$ cat config.mk
export PLATFORM = sky130hd
export DESIGN_NAME = dominant_hue_bucket
export DESIGN_NICKNAME = d
export VERILOG_FILES = /design/src/design/dhb_pkg.sv /design/src/design/dhb_hist.sv /design/src/design/dhb_ctrl.sv /design/src/design/dominant_hue_bucket.sv
export SDC_FILE = /design/constraint.sdc
export NUM_CORES = 1
export LEC_CHECK = 0
export ABC_AREA = 1
export BUFFER_PORTS_ARGS = -buffer_cell sky130_fd_sc_hd__clkbuf_2
export CORE_ASPECT_RATIO = 0.75
export CORE_MARGIN = 10
export CORE_UTILIZATION = 45
export CTS_BUF_LIST = sky130_fd_sc_hd__clkbuf_16
export DETAILED_ROUTE_END_ITERATION = 12
export GPL_ROUTABILITY_DRIVEN = 0
export PLACE_DENSITY = 0.63
export RECOVER_POWER = 100
export SETUP_SLACK_MARGIN = 0.3
export SKIP_CTS_REPAIR_TIMING = 1
export SLEW_MARGIN = 20
export SYNTH_ARGS = -nofsm -noshare
export SYNTH_HDL_FRONTEND = slang
export SYNTH_SLANG_ARGS = --single-unit
$ cat constraint.sdc
create_clock -name i_clk -period 4.6 [get_ports i_clk]
set_input_delay 0.23 -clock i_clk [delete_from_list [all_inputs] [get_ports i_clk]]
set_output_delay 0.23 -clock i_clk [all_outputs]
set_load 0.1 [all_outputs]
$ cat src/design/dhb_pkg.sv
// Shared types, constants and helpers for the dominant hue bucket block.
// No dependencies; every other design file imports this package.
`default_nettype none

package dhb_pkg;

    localparam int NUM_BUCKETS    = 16;
    localparam int COUNT_WIDTH    = 20;
    localparam int HUE_WIDTH      = 8;
    localparam int BRIGHT_WIDTH   = 8;
    localparam int HUE_PER_BUCKET = 16;
    localparam int BKT_W          = $clog2(NUM_BUCKETS);
    localparam int OUT_COUNT_W    = 20;
    localparam int OUT_COUNT_MAX  = (1 << OUT_COUNT_W) - 1;
    localparam int SAT_W          = 33;

    localparam logic [COUNT_WIDTH-1:0] CNT_MAX  = '1;
    localparam logic [BKT_W-1:0]       LAST_BKT = BKT_W'(NUM_BUCKETS - 1);

    typedef enum logic [1:0] {
        ST_IDLE,
        ST_SCAN,
        ST_WAIT
    } t_state;

    // Access to the counter bank: one address, read and optional write.
    typedef struct packed {
        logic [BKT_W-1:0]       idx;
        logic                   wr_en;
        logic [COUNT_WIDTH-1:0] wr_data;
    } t_hist_req;

    // Clamps a counter value to the width of the output count field.
    function automatic logic [OUT_COUNT_W-1:0] sat_out(input logic [COUNT_WIDTH-1:0] c);
        logic [SAT_W-1:0] w;
        w = SAT_W'(c);
        if (w > SAT_W'(OUT_COUNT_MAX)) begin
            w = SAT_W'(OUT_COUNT_MAX);
        end
        return OUT_COUNT_W'(w);
    endfunction

endpackage

`default_nettype wire

$ cat src/design/dhb_hist.sv
// Bank of hue bucket counters with a single read/write address.
// Depends on dhb_pkg for widths and the request struct.
`default_nettype none

module dhb_hist
    import dhb_pkg::*;
(
    input  wire logic                   i_clk,
    input  wire logic                   i_rst_n,
    input  wire t_hist_req              i_req,
    output logic [COUNT_WIDTH-1:0]      o_rd_count
);

    logic [COUNT_WIDTH-1:0] r_count [NUM_BUCKETS];

    always_ff @(posedge i_clk) begin
        if (!i_rst_n) begin
            for (int i = 0; i < NUM_BUCKETS; i++) begin
                r_count[i] <= '0;
            end
        end else if (i_req.wr_en) begin
            r_count[i_req.idx] <= i_req.wr_data;
        end
    end

    assign o_rd_count = r_count[i_req.idx];

endmodule

`default_nettype wire

$ cat src/design/dhb_ctrl.sv
// Sequencer and shared increment/compare unit: counts pixels, scans the
// buckets on the last pixel and holds the result word. Depends on dhb_pkg.
`default_nettype none

module dhb_ctrl
    import dhb_pkg::*;
(
    input  wire logic                    i_clk,
    input  wire logic                    i_rst_n,
    input  wire logic                    i_pix_valid,
    output logic                         o_pix_ready,
    input  wire logic [HUE_WIDTH-1:0]    i_hue,
    input  wire logic [BRIGHT_WIDTH-1:0] i_brightness,
    input  wire logic                    i_last,
    input  wire logic [BRIGHT_WIDTH-1:0] i_min_value,
    output t_hist_req                    o_req,
    input  wire logic [COUNT_WIDTH-1:0]  i_rd_count,
    output logic                         o_res_valid,
    input  wire logic                    i_res_ready,
    output logic [BKT_W-1:0]             o_res_bucket,
    output logic [OUT_COUNT_W-1:0]       o_res_count
);

    t_state                 r_state, n_state;
    logic [BKT_W-1:0]       r_idx;
    logic [COUNT_WIDTH-1:0] r_best_cnt;
    logic [BKT_W-1:0]       r_best_idx;
    logic                   r_out_valid;
    logic [BKT_W-1:0]       r_out_bucket;
    logic [OUT_COUNT_W-1:0] r_out_count;

    logic                   pix_acc;
    logic                   scan_last;
    logic                   load_out;
    logic [COUNT_WIDTH-1:0] alu_inc;
    logic                   alu_gt;

    // The one arithmetic unit: saturating increment while counting,
    // greater-than against the running best while scanning.
    assign alu_inc = (i_rd_count == CNT_MAX) ? i_rd_count : i_rd_count + 1'b1;
    assign alu_gt  = i_rd_count > r_best_cnt;

    always_comb begin
        n_state = r_state;
        unique case (r_state)
            ST_IDLE: begin
                if (i_pix_valid && i_last) begin
                    n_state = ST_SCAN;
                end
            end
            ST_SCAN: begin
                if (r_idx == LAST_BKT) begin
                    n_state = ST_WAIT;
                end
            end
            ST_WAIT: begin
                if (!r_out_valid || i_res_ready) begin
                    n_state = ST_IDLE;
                end
            end
            default: n_state = ST_IDLE;
        endcase
    end

    always_comb begin
        o_pix_ready   = 1'b0;
        o_req.idx     = r_idx;
        o_req.wr_en   = 1'b0;
        o_req.wr_data = '0;
        scan_last     = 1'b0;
        load_out      = 1'b0;
        unique case (r_state)
            ST_IDLE: begin
                o_pix_ready   = 1'b1;
                o_req.idx     = BKT_W'(i_hue / HUE_PER_BUCKET);
                o_req.wr_en   = i_pix_valid && (i_brightness > i_min_value);
                o_req.wr_data = alu_inc;
            end
            ST_SCAN: begin
                // Each bucket is cleared as it is read.
                o_req.wr_en = 1'b1;
                scan_last   = r_idx == LAST_BKT;
            end
            ST_WAIT: begin
                load_out = !r_out_valid || i_res_ready;
            end
            default: ;
        endcase
    end

    assign pix_acc = i_pix_valid && o_pix_ready;

    always_ff @(posedge i_clk) begin
        if (!i_rst_n) begin
            r_state     <= ST_IDLE;
            r_idx       <= '0;
            r_out_valid <= 1'b0;
        end else begin
            r_state <= n_state;
            if (r_state == ST_SCAN) begin
                r_idx <= scan_last ? '0 : r_idx + 1'b1;
            end
            if (load_out) begin
                r_out_valid <= 1'b1;
            end else if (i_res_ready) begin
                r_out_valid <= 1'b0;
            end
        end
    end

    always_ff @(posedge i_clk) begin
        if (pix_acc && i_last) begin
            r_best_cnt <= '0;
            r_best_idx <= '0;
        end else if (r_state == ST_SCAN && alu_gt) begin
            r_best_cnt <= i_rd_count;
            r_best_idx <= r_idx;
        end
        if (load_out) begin
            r_out_bucket <= r_best_idx;
            r_out_count  <= sat_out(r_best_cnt);
        end
    end

    assign o_res_valid  = r_out_valid;
    assign o_res_bucket = r_out_bucket;
    assign o_res_count  = r_out_count;

`ifndef NO_ASSERTIONS
    a_idx_home: assert property (@(posedge i_clk) disable iff (!i_rst_n)
        (r_state != ST_SCAN) |-> (r_idx == '0))
        else $error("scan index not at zero outside the scan");

    a_last_starts_scan: assert property (@(posedge i_clk) disable iff (!i_rst_n)
        (pix_acc && i_last) |=> (r_state == ST_SCAN))
        else $error("last pixel did not start a scan");

    a_result_from_wait: assert property (@(posedge i_clk) disable iff (!i_rst_n)
        $rose(r_out_valid) |-> ($past(r_state) == ST_WAIT))
        else $error("result word raised outside the wait step");

    a_scan_clears: assert property (@(posedge i_clk) disable iff (!i_rst_n)
        (r_state == ST_SCAN) |-> (o_req.wr_en && o_req.wr_data == '0 && !o_pix_ready))
        else $error("scan step must clear its bucket and hold off pixels");
`endif

endmodule

`default_nettype wire

$ cat src/design/dominant_hue_bucket.sv
// Hue histogram argmax. A pixel without tlast is accepted and, if its brightness exceeds
// min_value, counted in its bucket in the same cycle; such pixels stream at one per cycle
// while the block is idle. A pixel with tlast is accepted and counted the same way, then a
// scan reads and clears one bucket per cycle through the shared comparator, then a wait step
// loads the result register, which stretches while an earlier result word is not yet taken.
// Synchronous active-low reset clears all counters and any pending result word,
// and sets min_value to 1.
`default_nettype none

module dominant_hue_bucket
    import dhb_pkg::*;
(
    input  wire logic                    i_clk,
    input  wire logic                    i_rst_n,
    input  wire logic                    i_cfg_we,
    input  wire logic [BRIGHT_WIDTH-1:0] i_cfg_wdata,
    input  wire logic                    s_axis_tvalid,
    output logic                         s_axis_tready,
    input  wire logic [15:0]             s_axis_tdata,  // [7:0] hue, [15:8] brightness
    input  wire logic                    s_axis_tlast,  // last_pixel
    output logic                         m_axis_tvalid,
    input  wire logic                    m_axis_tready,
    output logic [23:0]                  m_axis_tdata   // [3:0] dominant_bucket,
                                                        // [23:4] dominant_count
);

    logic [BRIGHT_WIDTH-1:0] r_min_value;
    t_hist_req               hist_req;
    logic [COUNT_WIDTH-1:0]  rd_count;
    logic [BKT_W-1:0]        res_bucket;
    logic [OUT_COUNT_W-1:0]  res_count;

    always_ff @(posedge i_clk) begin
        if (!i_rst_n) begin
            r_min_value <= BRIGHT_WIDTH'(1);
        end else if (i_cfg_we) begin
            r_min_value <= i_cfg_wdata;
        end
    end

    dhb_hist u_hist (
        .i_clk      (i_clk),
        .i_rst_n    (i_rst_n),
        .i_req      (hist_req),
        .o_rd_count (rd_count)
    );

    dhb_ctrl u_ctrl (
        .i_clk        (i_clk),
        .i_rst_n      (i_rst_n),
        .i_pix_valid  (s_axis_tvalid),
        .o_pix_ready  (s_axis_tready),
        .i_hue        (s_axis_tdata[7:0]),
        .i_brightness (s_axis_tdata[15:8]),
        .i_last       (s_axis_tlast),
        .i_min_value  (r_min_value),
        .o_req        (hist_req),
        .i_rd_count   (rd_count),
        .o_res_valid  (m_axis_tvalid),
        .i_res_ready  (m_axis_tready),
        .o_res_bucket (res_bucket),
        .o_res_count  (res_count)
    );

    assign m_axis_tdata = {res_count, res_bucket};

endmodule

`default_nettype wire
Yosys cells after proc, flatten, opt, wreduce, memory -nomap -nowiden
Memory sizes are Yosys's and may differ from the RTL's.
Cells that the tools add are included.
{"block": "word_totals", "register_bits": 63, "mem_bits_rw": 320, "in_bits": 30, "output_inout_bits": 26, "wordCells": 52, "mem_count": 1}
{"name": "u_hist.r_count", "depth": 16, "width": 20, "rd": 1, "rd_ports_with_merged_regs": 0, "write_ports": 16, "line": "dhb_hist.sv:14", "source": "logic [COUNT_WIDTH-1:0] r_count [NUM_BUCKETS];"}
{"block": "classes", "add_sub_neg": 2, "order_cmp": 2, "n_eq_ne": 7, "mux": 21, "n_reduce_logical": 11}
{"op": "20-bit 2-to-1 mux", "count": 3}
{"op": "20-bit by 1-bit adder with 20-bit output (second input constant)", "count": 1}
{"op": "20-bit equality test (second input constant)", "count": 1}
{"op": "20-bit greater-than comparator", "count": 1}
{"op": "20-bit OR reduction", "count": 1}
{"op": "4-bit 2-to-1 mux", "count": 3}
{"op": "1-bit 2-to-1 mux", "count": 10}
{"op": "8-bit greater-than comparator", "count": 1}
{"op": "2-bit 2-to-1 mux", "count": 3}
{"op": "2-bit by 1-bit inequality test with 1-bit output (second input constant)", "count": 3}
{"op": "2-bit one-hot mux with 3 select lines", "count": 1}
{"op": "1-bit logical AND", "count": 5}
{"op": "4-bit by 1-bit adder with 4-bit output (second input constant)", "count": 1}
{"op": "4-bit equality test (second input constant)", "count": 1}
{"op": "3-bit AND reduction", "count": 1}
{"op": "2-bit by 1-bit equality test with 1-bit output (second input constant)", "count": 1}
{"op": "2-bit equality test (second input constant)", "count": 1}
{"op": "2-bit zero test", "count": 1}
{"op": "1-bit one-hot mux with 2 select lines", "count": 1}
{"op": "2-bit nonzero test", "count": 1}
{"op": "1-bit zero test", "count": 1}
{"op": "1-bit logical OR", "count": 1}

Depth between registers and ports, before layout
{"block": "depth", "ltp_word": 8, "ltp_mapped": 28, "depth_no_buf": 25}

By module
Synthesis repeated with hierarchy kept, for this count alone.
{"block": "unflattened", "hier_cells": 2226, "hier_area_um2": 18746.7}
{"mod": "dhb_hist", "instances": 1, "cells_each": 1720, "area_each_um2": 14969.4}
{"mod": "dhb_ctrl", "instances": 1, "cells_each": 456, "area_each_um2": 3437.0}
{"mod": "dominant_hue_bucket", "instances": 1, "cells_each": 50, "area_each_um2": 340.3}

Worst setup path after synthesis
Ideal clock, no wire load.
{"block": "synth_timing", "path_type": "register to register", "start": "reg u_ctrl.r_state[1]", "end": "reg u_ctrl.r_best_cnt[13]", "setup_time_ns": 0.070, "t_arrival_ns": 3.158, "required_ns": 4.530, "path_slack_ns": 1.372, "path_stages_with_launch": 26, "period_less_slack_ns": 3.228, "path_cell_list": "dfxtp_1 > nor2_8 > nand2_1 > o21ai_4 > clkbuf_1 > nand2_1 > nor2_1 > nor2_1 > nand2_1 > nand2_1 > nand2_1 > nor2_4 > ha_1 > nand2_1 > inv_1 > nand2_1 > nor2_1 > nand4_1 > o21ai_0 > a21oi_1 > nand2_1 > nand2_1 > inv_1 > clkbuf_1 > o21ai_0 > a21oi_1"}
{"block": "synth_via", "elab_chain_cells": 5}
{"element": "start, declared", "line": "dhb_ctrl.sv:24", "source": "t_state r_state, n_state;"}
{"element": "start signal, assigned", "line": "dhb_ctrl.sv:99", "source": "r_state <= n_state;"}
{"element": "2-bit zero test", "line": "dhb_ctrl.sv:72", "source": "unique case (r_state)"}
{"element": "4-bit 2-to-1 mux", "line": "dhb_ctrl.sv:72"}
{"element": "memory read 16 x 20 bit"}
{"element": "net rd_count[19]", "line": "dominant_hue_bucket.sv:29", "source": "logic [COUNT_WIDTH-1:0] rd_count;"}
{"element": "20-bit greater-than comparator", "line": "dhb_ctrl.sv:41", "source": "assign alu_gt = i_rd_count > r_best_cnt;"}
{"element": "1-bit logical AND", "line": "dhb_ctrl.sv:115", "source": "end else if (r_state == ST_SCAN && alu_gt) begin"}
{"element": "end signal, assigned", "line": "dhb_ctrl.sv:116", "source": "r_best_cnt <= i_rd_count;"}
{"element": "end, declared", "line": "dhb_ctrl.sv:26", "source": "logic [COUNT_WIDTH-1:0] r_best_cnt;"}
The timed path passes the listed nets, and every way through them passes these cells.
A chain may end at the register's enable or synchronous reset.

==> results.tsv <==
metric	value	unit
status	finished, violations left	
violations	negative hold slack, max-capacitance violations, max-slew violations	
r2r-start	u_ctrl.r_state[0]$_SDFFE_PN0P_	
setup_violations	0	
route.detailed.drc	0	
synth_seq_area_share	56.7	%
netlist_area	19600	um^2
crit_path_end_kind	register	
wl	55.5	mm
port_buffers	51	
drive_above_1_share	9.50	%
cp-endpoint	u_hist.r_count[6][13]$_SDFFCE_PN0P_	
r2r_cells	12	
crit_path_start	u_ctrl.r_state[0]$_SDFFE_PN0P_	
boundaryPins	56	
wl_per_cell	18.8	um
drt_iter0_drc	1625	
hold-worst-slack	-0.0221	ns
min_period_over_period	90.5	%
via_per_inst	5.08	
syn_area_per_cell	8.53	um^2
cap_viol_max_count	1	
crit_family	buffers and inverters	
cp_cell_sequence	inv_1 > nand2_4 > nand2_4 > nand2_8 > buf_16 > buf_4 > nand2_1 > nor2_1 > nand2_1 > clkbuf_2 > nand2_1 > clkbuf_1	
met2_usage	31.0	%
rsz0062_at_grt	false	
nets	2410	
cts_buffers	39	
area_growth	10.4	%
cts_tree	built	
start_util	45.4	%
htree_levels	2	
critical_path_class	reg2reg	
dpl.hpwl	34.7	mm
max_freq	240	MHz
path_clk_slew	0.06	ns
layoutNonFillerInstCount	2958	
pwr_density_cell	446	nW/um^2
hold_violations	3	
power.leakage	9.68	nW
core	43200	um^2
yosysWarnings	0	
cp-start-kind	register	
rr_endpoint	u_hist.r_count[6][13]$_SDFFCE_PN0P_	
met1_usage	28.9	%
fin_setup_tns	0	ns
synth_cell_types	38	
worst_pin_slew	2.08	ns
clk_latency	0.56	ns
relSlewSlack	-39.2	%
whs_path_depth	4	
crit_arrival	4.31	ns
crit_buf_inv	5	
r2r_setup_slack	0.44	ns
path_depth	12	
clock-sinks	383	
die_w	261	um
cp_max_fo	39	
placed_cells	2875	
antenna_found_initial	0	
hold_path_class	in2reg	
syn_nets	2357	
drv_slew	25	
ys_ff_latch	383	
crit_required	4.75	ns
gr-max-usage-layer	met2	
grt_max_degree	63	
gr-usage-met3	5.28	%
grt_pass1_vias	14234	
skew	0.0266	ns
die_area	52400	um^2
cpMostUsedCell	nand2_1	
peakVddDrop	300	uV
clk_path_buf_depth	3	
grt_overflow	0	
grt_usage	20.6	%
dpl_worst_slack	0.264	ns
cpMaxStageDelayCell	clkbuf_1	
hold_start	m_axis_tready	
die_h	201	um
grt_pass1_wl	82.9	mm
num_rows	66	
root_buffer	clkbuf_16	
critPathMaxStageDelay	1.02	ns
synthCells	2297	
fin_ws	0.436	ns
min_period	4.16	ns
vias	15027	
detail-route-antenna-nets	0	
insertedDiodeCount	0	
firstDrtPassIters	7	
flip-flops by register name, summed over array words and instances (netlist names):
signal               count
u_ctrl.r_best_cnt       20
r_min_value              8
u_hist.r_count         320
u_ctrl.r_best_idx        4
u_ctrl.o_res_count      20
u_ctrl.r_idx             4
u_ctrl.o_res_valid       1
u_ctrl.o_res_bucket      4
u_ctrl.r_state           2
how the worst min path moves through the flow:
| stage | end | slack, ns |
|---|---|---|
| floorplan | r_min_value[0]$_SDFFE_PN1P_ | 0.35 |
| global placement | u_ctrl.o_res_count[19]$_DFFE_PP_ | 0.42 |
| detailed placement | u_ctrl.o_res_bucket[2]$_DFFE_PP_ | 0.41 |
| CTS | r_min_value[0]$_SDFFE_PN1P_ | -0.11 |
| global route | u_ctrl.o_res_valid$_SDFFE_PN0P_ | -0.006 |
| finish | u_ctrl.o_res_valid$_SDFFE_PN0P_ | -0.02 |
stage by stage:
step	power, mW	area, um^2	utilization [%]
finish	9.64	21600	50.1
global placement	6.60	20500	47.4
global route	10.1	21600	50.1
CTS	9.61	21600	50.1
floorplan	5.89	19600	-
detailed placement	6.65	20500	47.4
synthesized netlist by cell type (all sizes together):
library cell	number	area, um^2
o221ai	1	8.76
inv	314	1180
o211ai	1	7.51
dfxtp	39	781
nand3	42	248
nand3b	18	135
a21oi	48	240
xor2	4	35.0
buf	68	503
xnor2	2	17.5
a211oi	7	52.6
ha	30	375
nand4	6	37.5
o22ai	1	6.26
nor3	3	15.0
o21a	2	15.0
o31ai	1	7.51
nor2	442	1910
clkbuf	51	191
nand2	794	3090
edfxtp	344	10300
o21ai	79	414
cells by family (layout without fill, tap and decap cells):
logic type / after synthesis / count (layout) / share of synthesized area [%]
simple gates: 1305 / 1308 / 27.7
fa+ha+maj: 30 / 30 / 1.92
buf+inv: 433 / 513 / 9.56
xor+xnor: 6 / 6 / 0.268
compound gates: 140 / 140 / 3.84
flops: 383 / 383 / 56.7
worst register-to-register path, stage by stage (launching register included):
cell,delay (ns)
dfxtp_1,0.43
inv_1,0.13
nand2_4,0.17
nand2_4,0.20
nand2_8,0.22
buf_16,0.24
buf_4,0.17
nand2_1,0.15
nor2_1,0.37
nand2_1,0.09
clkbuf_2,0.39
nand2_1,0.16
clkbuf_1,1.02
power by group:
group          switching, mW  leakage, nW  internal (mW)
clock network           1.35        0.625           1.64
registers              0.102         3.85           4.08
logic                   1.84         5.21          0.631
final cells by class:
class | count | area, um^2
multi-input combinational | 1484 | 6650
timing repair inverter | 2 | 15.0
clock inverter | 31 | 179
sequential | 383 | 11100
tap | 578 | 723
timing repair buffer | 126 | 776
inverter | 314 | 1180
clock buffer | 40 | 1000
fill | 4133 | 21600
placed cells by master, fill, tap and decap left out, types with 10 or more instances in the layout:
master / count
clkbuf_16: 40
nor2_1: 394
buf_4: 28
nand2_4: 11
nor2_2: 31
a21oi_1: 48
clkbuf_2: 40
ha_1: 30
inv_2: 10
nand3b_1: 18
nand3_1: 36
o21ai_0: 52
inv_1: 317
o21ai_1: 25
nor2_4: 16
nand2_2: 17
dfxtp_1: 39
edfxtp_1: 344
clkbuf_1: 44
nand2_1: 767
per-layer routing:
| layer | vias to the layer above | wire length (um) |
|---|---|---|
| met1 | 7068 | 24100 |
| li1 | 7261 | - |
| met3 | 83 | 6010 |
| met4 | 0 | 1440 |
| met2 | 615 | 23900 |
| met5 | - | 0 |
(Power assumes the default switching activity.)
